File: config.mk
export PLATFORM = sky130hd
export DESIGN_NAME = rational_arithmetic_unit
export DESIGN_NICKNAME = d
export VERILOG_FILES = /design/src/rtl/core/rau_pkg.sv /design/src/rtl/core/rau_sequencer.sv /design/src/rtl/core/rau_datapath.sv /design/src/rtl/core/rational_arithmetic_unit.sv
export VERILOG_INCLUDE_DIRS = /design/src /design/src/rtl/core
export SDC_FILE = /design/constraint.sdc
export NUM_CORES = 2
export LEC_CHECK = 0
export BUFFER_PORTS_ARGS = -buffer_cell sky130_fd_sc_hd__buf_2
export CAP_MARGIN = 20
export CORE_ASPECT_RATIO = 0.8
export CORE_MARGIN = 2
export CORE_UTILIZATION = 40
export CTS_CLUSTER_DIAMETER = 80
export DETAILED_ROUTE_END_ITERATION = 8
export GPL_TIMING_DRIVEN = 0
export PLACE_DENSITY = 0.54
export RECOVER_POWER = 50
export SLEW_MARGIN = 10
export SYNTH_ARGS = -nofsm -noshare
export SYNTH_HDL_FRONTEND = slang
export SYNTH_SLANG_ARGS = --single-unit
File: constraint.sdc
create_clock -name clk -period 24.7 [get_ports clk]
set_clock_uncertainty 0.1 [all_clocks]
set_input_delay 4.94 -clock clk [delete_from_list [all_inputs] [get_ports clk]]
set_output_delay 4.94 -clock clk [all_outputs]
set_load 0.005 [all_outputs]
File: src/rtl/core/rational_arithmetic_unit_defines.svh
// Assertion macros for the rational arithmetic unit.
// Needs a clk and rst signal in the scope where a macro is used.
`ifndef RATIONAL_ARITHMETIC_UNIT_DEFINES_SVH
`define RATIONAL_ARITHMETIC_UNIT_DEFINES_SVH

`ifndef ASSERT_OFF
`define RAU_ASSERT_IMPLIES(label, ante, cons) \
  label: assert property (@(posedge clk) disable iff (rst) (ante) |-> (cons)) \
    else $error("implication check failed");
`define RAU_ASSERT_NEXT(label, ante, cons) \
  label: assert property (@(posedge clk) disable iff (rst) (ante) |=> (cons)) \
    else $error("next-cycle check failed");
`else
`define RAU_ASSERT_IMPLIES(label, ante, cons)
`define RAU_ASSERT_NEXT(label, ante, cons)
`endif

`endif

File: src/rtl/core/rau_pkg.sv
// Shared types, constants and the microprogram for the rational arithmetic unit.
// No dependencies; used by every module of the block.
package rau_pkg;

  localparam int OPW  = 16;           // operand numerator width
  localparam int DW   = OPW - 1;      // operand denominator width
  localparam int PW   = 2 * OPW;      // signed cross product width
  localparam int MW   = PW - 1;       // magnitude width
  localparam int CNTW = $clog2(MW);
  localparam int RNW  = 32;
  localparam int RDW  = 31;
  localparam int PCW  = 4;

  localparam logic [1:0] KIND_ADD = 2'd0;
  localparam logic [1:0] KIND_SUB = 2'd1;
  localparam logic [1:0] KIND_MUL = 2'd2;
  localparam logic [1:0] KIND_DIV = 2'd3;

  typedef struct packed {
    logic [1:0]            kind;
    logic signed [OPW-1:0] a_num;
    logic [DW-1:0]         a_den;
    logic signed [OPW-1:0] b_num;
    logic [DW-1:0]         b_den;
  } rau_in_t;

  typedef struct packed {
    logic signed [RNW-1:0] result_num;
    logic [RDW-1:0]        result_den;
    logic                  div_zero;
  } rau_out_t;

  typedef enum logic [3:0] {
    OP_NOP,
    OP_N_AN_BD,
    OP_N_AN_BN,
    OP_D_AD_BN,
    OP_D_AD_BD,
    OP_N_ADD,
    OP_N_SUB,
    OP_PREP,
    OP_TWOS,
    OP_GCD,
    OP_GCD_FIN,
    OP_DIV,
    OP_FINISH
  } uop_t;

  typedef enum logic [3:0] {
    C_NEXT,
    C_ALWAYS,
    C_NOT_START,
    C_KIND_MUL,
    C_KIND_DIV,
    C_KIND_SUB,
    C_SPECIAL,
    C_BOTH_EVEN,
    C_GCD_BUSY,
    C_DIV_BUSY,
    C_OUT_FULL
  } cond_t;

  typedef struct packed {
    uop_t           op;
    cond_t          cond;
    logic [PCW-1:0] target;
  } uword_t;

  typedef struct packed {
    logic [1:0] kind;
    logic       special;
    logic       both_even;
    logic       gcd_busy;
    logic       div_busy;
  } dp_status_t;

  function automatic uword_t mk_uword(uop_t o, cond_t c, int t);
    mk_uword = '{op: o, cond: c, target: PCW'(t)};
  endfunction

  // Branch taken when cond is true, otherwise fall through to pc + 1.
  function automatic uword_t ucode(logic [PCW-1:0] pc);
    uword_t w;
    unique case (pc)
      4'd0:  w = mk_uword(OP_NOP,     C_NOT_START, 0);
      4'd1:  w = mk_uword(OP_N_AN_BD, C_KIND_MUL,  7);
      4'd2:  w = mk_uword(OP_D_AD_BN, C_KIND_DIV,  9);
      4'd3:  w = mk_uword(OP_NOP,     C_KIND_SUB,  5);
      4'd4:  w = mk_uword(OP_N_ADD,   C_ALWAYS,    6);
      4'd5:  w = mk_uword(OP_N_SUB,   C_NEXT,      0);
      4'd6:  w = mk_uword(OP_D_AD_BD, C_ALWAYS,    9);
      4'd7:  w = mk_uword(OP_N_AN_BN, C_NEXT,      0);
      4'd8:  w = mk_uword(OP_D_AD_BD, C_NEXT,      0);
      4'd9:  w = mk_uword(OP_PREP,    C_SPECIAL,   14);
      4'd10: w = mk_uword(OP_TWOS,    C_BOTH_EVEN, 10);
      4'd11: w = mk_uword(OP_GCD,     C_GCD_BUSY,  11);
      4'd12: w = mk_uword(OP_GCD_FIN, C_NEXT,      0);
      4'd13: w = mk_uword(OP_DIV,     C_DIV_BUSY,  13);
      4'd14: w = mk_uword(OP_NOP,     C_OUT_FULL,  14);
      4'd15: w = mk_uword(OP_FINISH,  C_ALWAYS,    0);
    endcase
    return w;
  endfunction

endpackage

File: src/rtl/core/rau_sequencer.sv
// Microcode sequencer: step counter, control store lookup and branch logic.
// Depends on rau_pkg.
module rau_sequencer (
  input  logic                clk,
  input  logic                rst,
  input  logic                start,
  input  logic                out_full,
  input  rau_pkg::dp_status_t status,
  output rau_pkg::uword_t     uw,
  output logic                idle
);
  import rau_pkg::*;

  logic [PCW-1:0] pc;
  logic [PCW-1:0] pc_next;
  logic           taken;

  assign uw   = ucode(pc);
  assign idle = (pc == '0);

  always_comb begin
    case (uw.cond)
      C_NEXT:      taken = 1'b0;
      C_ALWAYS:    taken = 1'b1;
      C_NOT_START: taken = !start;
      C_KIND_MUL:  taken = (status.kind == KIND_MUL);
      C_KIND_DIV:  taken = (status.kind == KIND_DIV);
      C_KIND_SUB:  taken = (status.kind == KIND_SUB);
      C_SPECIAL:   taken = status.special;
      C_BOTH_EVEN: taken = status.both_even;
      C_GCD_BUSY:  taken = status.gcd_busy;
      C_DIV_BUSY:  taken = status.div_busy;
      C_OUT_FULL:  taken = out_full;
      default:     taken = 1'b0;
    endcase
    pc_next = taken ? uw.target : pc + PCW'(1);
  end

  always_ff @(posedge clk) begin
    if (rst) begin
      pc <= '0;
    end else begin
      pc <= pc_next;
    end
  end

endmodule

File: src/rtl/core/rau_datapath.sv
// Datapath: shared multiplier, numerator/denominator registers, binary GCD
// and a two-lane restoring divider. Driven by the control word; needs rau_pkg.
module rau_datapath (
  input  logic                clk,
  input  logic                start,
  input  rau_pkg::rau_in_t    operand,
  input  rau_pkg::uword_t     uw,
  output rau_pkg::dp_status_t status,
  output rau_pkg::rau_out_t   result_next
);
  import rau_pkg::*;

  rau_in_t              item;
  logic signed [PW-1:0] n;
  logic signed [PW-1:0] d;
  logic [MW-1:0]        nm;     // |n|, then quotient
  logic [MW-1:0]        dm;     // |d|, then quotient
  logic [MW-1:0]        rem_n;
  logic [MW-1:0]        rem_d;
  logic [MW-1:0]        u;
  logic [MW-1:0]        v;
  logic [MW-1:0]        g;
  logic [CNTW-1:0]      k;
  logic [CNTW-1:0]      cnt;
  logic                 neg;
  logic                 dz;
  logic                 nz;

  logic signed [OPW:0]     mul_a;
  logic signed [OPW:0]     mul_b;
  logic signed [2*OPW+1:0] mul_p;
  logic signed [OPW:0]     an_x;
  logic signed [OPW:0]     bn_x;
  logic signed [OPW:0]     ad_x;
  logic signed [OPW:0]     bd_x;

  logic [MW:0] sh_n;
  logic [MW:0] sh_d;
  logic [MW:0] diff_n;
  logic [MW:0] diff_d;
  logic        ge_n;
  logic        ge_d;
  logic        gcd_busy;

  logic signed [PW-1:0] q_s;
  logic signed [PW-1:0] num_s;

  assign an_x = {item.a_num[OPW-1], item.a_num};
  assign bn_x = {item.b_num[OPW-1], item.b_num};
  assign ad_x = {2'b00, item.a_den};
  assign bd_x = {2'b00, item.b_den};

  always_comb begin
    case (uw.op)
      OP_N_AN_BN: begin
        mul_a = an_x;
        mul_b = bn_x;
      end
      OP_D_AD_BN: begin
        mul_a = ad_x;
        mul_b = bn_x;
      end
      OP_D_AD_BD: begin
        mul_a = ad_x;
        mul_b = bd_x;
      end
      default: begin
        mul_a = an_x;
        mul_b = bd_x;
      end
    endcase
  end

  assign mul_p = mul_a * mul_b;

  // One restoring step per lane; both lanes share the divisor g.
  assign sh_n   = {rem_n, nm[MW-1]};
  assign sh_d   = {rem_d, dm[MW-1]};
  assign diff_n = sh_n - {1'b0, g};
  assign diff_d = sh_d - {1'b0, g};
  assign ge_n   = (sh_n >= {1'b0, g});
  assign ge_d   = (sh_d >= {1'b0, g});

  assign gcd_busy = (u != '0) && (v != '0);

  assign status.kind      = item.kind;
  assign status.special   = (n == '0) || (d == '0);
  assign status.both_even = !u[0] && !v[0];
  assign status.gcd_busy  = gcd_busy;
  assign status.div_busy  = (cnt != CNTW'(MW - 1));

  always_ff @(posedge clk) begin
    if (start) begin
      item <= operand;
    end
    unique case (uw.op)
      OP_NOP, OP_FINISH: begin
      end
      OP_N_AN_BD, OP_N_AN_BN: n <= PW'(mul_p);
      OP_D_AD_BN, OP_D_AD_BD: d <= PW'(mul_p);
      OP_N_ADD:   n <= n + d;
      OP_N_SUB:   n <= n - d;
      OP_PREP: begin
        nm  <= n[PW-1] ? MW'(-n) : MW'(n);
        dm  <= d[PW-1] ? MW'(-d) : MW'(d);
        u   <= n[PW-1] ? MW'(-n) : MW'(n);
        v   <= d[PW-1] ? MW'(-d) : MW'(d);
        neg <= n[PW-1] ^ d[PW-1];
        dz  <= (d == '0);
        nz  <= (n == '0);
        k   <= '0;
      end
      OP_TWOS: begin
        if (!u[0] && !v[0]) begin
          u <= u >> 1;
          v <= v >> 1;
          k <= k + CNTW'(1);
        end
      end
      OP_GCD: begin
        // Stein step: at most one operand is even here
        if (gcd_busy) begin
          if (!u[0]) begin
            u <= u >> 1;
          end else if (!v[0]) begin
            v <= v >> 1;
          end else if (u >= v) begin
            u <= (u - v) >> 1;
          end else begin
            v <= (v - u) >> 1;
          end
        end
      end
      OP_GCD_FIN: begin
        g     <= (u | v) << k;
        rem_n <= '0;
        rem_d <= '0;
        cnt   <= '0;
      end
      OP_DIV: begin
        rem_n <= ge_n ? diff_n[MW-1:0] : sh_n[MW-1:0];
        rem_d <= ge_d ? diff_d[MW-1:0] : sh_d[MW-1:0];
        nm    <= {nm[MW-2:0], ge_n};
        dm    <= {dm[MW-2:0], ge_d};
        cnt   <= cnt + CNTW'(1);
      end
      default: begin
      end
    endcase
  end

  assign q_s   = $signed({1'b0, nm});
  assign num_s = neg ? -q_s : q_s;

  always_comb begin
    if (dz) begin
      result_next.result_num = '0;
      result_next.result_den = '0;
      result_next.div_zero   = 1'b1;
    end else if (nz) begin
      result_next.result_num = '0;
      result_next.result_den = RDW'(1);
      result_next.div_zero   = 1'b0;
    end else begin
      result_next.result_num = RNW'(num_s);
      result_next.result_den = RDW'(dm);
      result_next.div_zero   = 1'b0;
    end
  end

endmodule

File: src/rtl/core/rational_arithmetic_unit.sv
// Rational arithmetic unit, top level: handshake, output register, assertions.
// Instantiates rau_sequencer and rau_datapath; needs rau_pkg and the defines header.
//
// Operand channel (operand_valid/operand_ready/operand) takes one beat: an
// operation code and two fractions. Result channel (result_valid/result_ready/
// result) returns one beat per operand: the reduced fraction with a positive
// denominator, 0/1 for a zero numerator, or 0/0 with div_zero set when the
// denominator would be zero.
// One item is in work at a time; operand_ready is high while the sequencer
// sits at its idle step. The sequencer forms the cross products and, unless a
// part is zero, removes the common factors of two, runs the binary GCD steps,
// one per cycle, and runs the bit-serial two-lane divider that scales both
// parts by the GCD. The next operand is taken once the sequencer is back at
// idle after the result loads.
// The finished result sits in the output register; the next operand beat is
// accepted while it waits. If the receiver stalls, the sequencer holds at its
// wait step just before the load until the output register frees.
// Reset (rst, synchronous) returns the sequencer to idle and drops result_valid.
module rational_arithmetic_unit (
  input  logic              clk,
  input  logic              rst,
  input  logic              operand_valid,
  output logic              operand_ready,
  input  rau_pkg::rau_in_t  operand,
  output logic              result_valid,
  input  logic              result_ready,
  output rau_pkg::rau_out_t result
);
  import rau_pkg::*;

  `include "rational_arithmetic_unit_defines.svh"

  uword_t     uw;
  dp_status_t status;
  rau_out_t   result_next;
  logic       idle;
  logic       start;
  logic       out_full;
  logic       load;

  assign operand_ready = idle;
  assign start         = operand_valid && idle;
  assign out_full      = result_valid && !result_ready;
  assign load          = (uw.op == OP_FINISH);

  rau_sequencer u_seq (
    .clk      (clk),
    .rst      (rst),
    .start    (start),
    .out_full (out_full),
    .status   (status),
    .uw       (uw),
    .idle     (idle)
  );

  rau_datapath u_dp (
    .clk         (clk),
    .start       (start),
    .operand     (operand),
    .uw          (uw),
    .status      (status),
    .result_next (result_next)
  );

  always_ff @(posedge clk) begin
    if (rst) begin
      result_valid <= 1'b0;
    end else if (load) begin
      result_valid <= 1'b1;
    end else if (result_ready) begin
      result_valid <= 1'b0;
    end
    if (load) begin
      result <= result_next;
    end
  end

  `RAU_ASSERT_NEXT(a_busy_after_accept, operand_valid && operand_ready, !operand_ready)
  `RAU_ASSERT_IMPLIES(a_no_overwrite, load, !(result_valid && !result_ready))
  `RAU_ASSERT_IMPLIES(a_err_is_zero, result_valid && result.div_zero,
                      (result.result_num == '0) && (result.result_den == '0))
  `RAU_ASSERT_IMPLIES(a_den_nonzero, result_valid && !result.div_zero, result.result_den != '0)

endmodule

==> metrics <==
status=complete, but fails checks; failing checks=max-capacitance violations, max-slew violations; Synth Flop Type=edfxtp_1; Cells after Synth=4053; register area share after synthesis=0.328; Initial DRC Count=2883; RR Startpoint=u_seq.uw[8]; GRT Util Overall=0.247; critical path class=flip-flop to flip-flop; largest net degree at the start of global routing=63; via count=31097; Pins Over Slew Limit=280; Final GP Congestion=0.973; most used routing layer=met2; first-pass GRT wire length=191 mm; CP max FO=23; Final Cycle Share=0.468; dpl hpwl=103 mm; CP Data Required Time=25.08 ns; Setup TNS=0 ns; met2 usage=0.370; slowest cell delay on critical path=1.30 ns; flop2flop setup slack=13.14 ns; Post-CTS Setup Repair Bufs=0; actual slew at the worst max-slew pin=3.59 ns; Avg WL per Cell=22.3 um; TritonRoute pass-1 iters=5; worst endpoint data arrival time=11.94 ns; M1 GR Usage=0.363; row count=103; IO Port Bufs=133; Async SR Flop Fraction=0; GRT overflow=0; routed vias/inst=5.53; core area=98500 um2; Root Buffer=clkbuf_16; CP Launch Point=u_seq.uw[8]; CP endpoint=u_dp.n[31]; Chip Width=356 um; die area=102000 um2; area share of the largest cell type after synthesis=0.319; Worst-Skew Late Latency=0.63 ns; synth unique cells=88; Max-Cap Viols=7; Syn Nets=4683; Hold Buf Count CTS=0; startpoint type of the worst setup path=flip-flop; synth warn=0; Detailed Route WL=125 mm; DRC viols=0; Reg clk slew, reported paths=0.06 ns; initial core utilization=0.403; # fillers=9664; cell accounting for the most synthesized area=edfxtp_1; unrepaired setup endpoints after global routing=no; Die Span Y=286 um; CTS Buf Count=53; CTS Buffer Depth=3; slowest cell on the critical path=clkbuf_1; setup violators final=0; Post-synth EDFFs=422; area grow syn2layout=10.7%; Slew HR=-1.39; layout cell share with drive strength beyond 1=0.0805; synth top area cells=edfxtp_1 (32%), fa_1 (14%), ha_1 (8.9%); Layout Nets=4898; GR Util met3=0.0571; htree depth=2; area of the mapped netlist=39700 um2; Syn Area/Cell=9.79 um2; Final Hold Fails=0; CTS tree=built; CP most frequent cell=fa_1; post-synthesis register bit count=439; final core utilization=0.446; initial antenna violation count=6; DRT antenna net count=0; I/O pins=134; vias in the first global route=30821; Worst Setup End Kind=flip-flop; Worst R2R Path Depth=29; RR Endpoint=u_dp.n[31]; Hold Crit Class=flip-flop to flip-flop; # clock sinks=439; post-CTS resize count=0; Max Freq=86.5 MHz; crit path time final=11.56 ns
cells by family (layout without fill, tap and decap cells):
group,after synthesis,count (layout),synth area share
compound gates,776,776,0.128
xor+xnor,297,297,0.0657
fa+ha+maj,562,562,0.230
buf+inv,662,917,0.0656
flops,439,439,0.328
mux,166,166,0.0513
other cells,0,2,0
simple gates,1151,1151,0.132
critical path, delay by kind of cell (launching register included):
| kind | cells | cell delay, ns |
|---|---|---|
| compound gates | 8 | 2.27 |
| xor+xnor | 1 | 0.34 |
| fa+ha+maj | 7 | 3.45 |
| buf+inv | 5 | 2.53 |
| flops | 1 | 0.31 |
| mux | 1 | 1.03 |
| simple gates | 7 | 1.36 |
metal layers:
layer | wire [um] | share of wire
met4 | 2520 | 0.020
met1 | 58400 | 0.47
met3 | 10600 | 0.084
met2 | 54000 | 0.43
met5 | 18 | 0.00014
layout by cell type (no fill, tap or decap), drive strengths merged, types with 52 or more instances in the layout:
cell type and count:
xor2 156, a21o 52, o21ai 140, edfxtp 422
nand2 341, a21oi 235, buf 167, ha 282
clkbuf 222, o221ai 61, xnor2 141, mux2i 100
nor2 450, inv 496, fa 280
flip-flops by register name (all words and copies together) (netlist names), 5 cells and up:
register / cells
u_dp.an_x: 16
u_dp.nm: 31
u_dp.k: 5
u_dp.ad_x: 15
u_dp.rem_n: 31
u_dp.rem_d: 31
u_dp.u: 31
result: 64
u_dp.cnt: 5
u_dp.g: 31
u_dp.n: 32
u_dp.dm: 31
u_dp.bd_x: 15
u_seq.uw: 12
u_dp.v: 31
u_dp.bn_x: 16
u_dp.d: 32
worst min path at each step:
| stage | start | to | slack [ns] | cells past startpoint |
|---|---|---|---|---|
| 3_3_place_gp | u_dp.dm[26] | result[27] | 0.44 | 1 |
| 4_1_cts | u_dp.dm[7] | result[8] | 0.45 | 1 |
| 6_report | u_dp.dm[7] | result[8] | 0.46 | 1 |
| 2_1_floorplan | u_dp.dz | result[0] | 0.37 | 0 |
| 5_1_grt | u_dp.dm[7] | result[8] | 0.50 | 1 |
| 3_5_place_dp | u_dp.dm[26] | result[27] | 0.44 | 1 |
per-stage QoR:
step	instance area, um2	hold slack (ns)	instances	setup WS [ns]
3_3_place_gp	42000	0.445	5498	12.55
6_report	43900	0.457	5622	13.14
2_1_floorplan	39700	0.367	4053	15.44
4_1_cts	44100	0.448	5610	13.88
3_5_place_dp	42300	0.441	5515	13.93
5_1_grt	43900	0.500	5620	12.38
cells in the mapped netlist, types with 34 or more instances:
master,instances
xnor2_1,141
mux2_2,39
nand3_1,44
nand2b_1,34
edfxtp_1,422
a21oi_1,235
inv_1,491
xor2_1,155
a211oi_1,38
mux2i_1,100
fa_1,280
nor2b_1,35
clkbuf_1,134
o31ai_1,47
nand2_1,341
a21o_1,52
and2_1,46
nor3_1,36
ha_1,282
nor4_1,39
nor2_1,450
o221ai_1,61
o21ai_0,113
final cells by class:
cell class | instances | area, um2 | area share
multi-input combinational | 2952 | 24100 | 0.548
sequential | 439 | 13000 | 0.296
inverter | 497 | 1870 | 0.0425
tap | 1312 | 1640 | 0.0374
clock buffer | 64 | 1390 | 0.0316
timing repair buffer | 160 | 891 | 0.0203
buffer | 165 | 698 | 0.0159
clock inverter | 31 | 342 | 0.00778
antenna | 2 | 5.00 | 0.000114
Power is left out: the tool's default activity adds up to more than one toggle a clock period on the data nets, which glitch-free logic cannot reach.
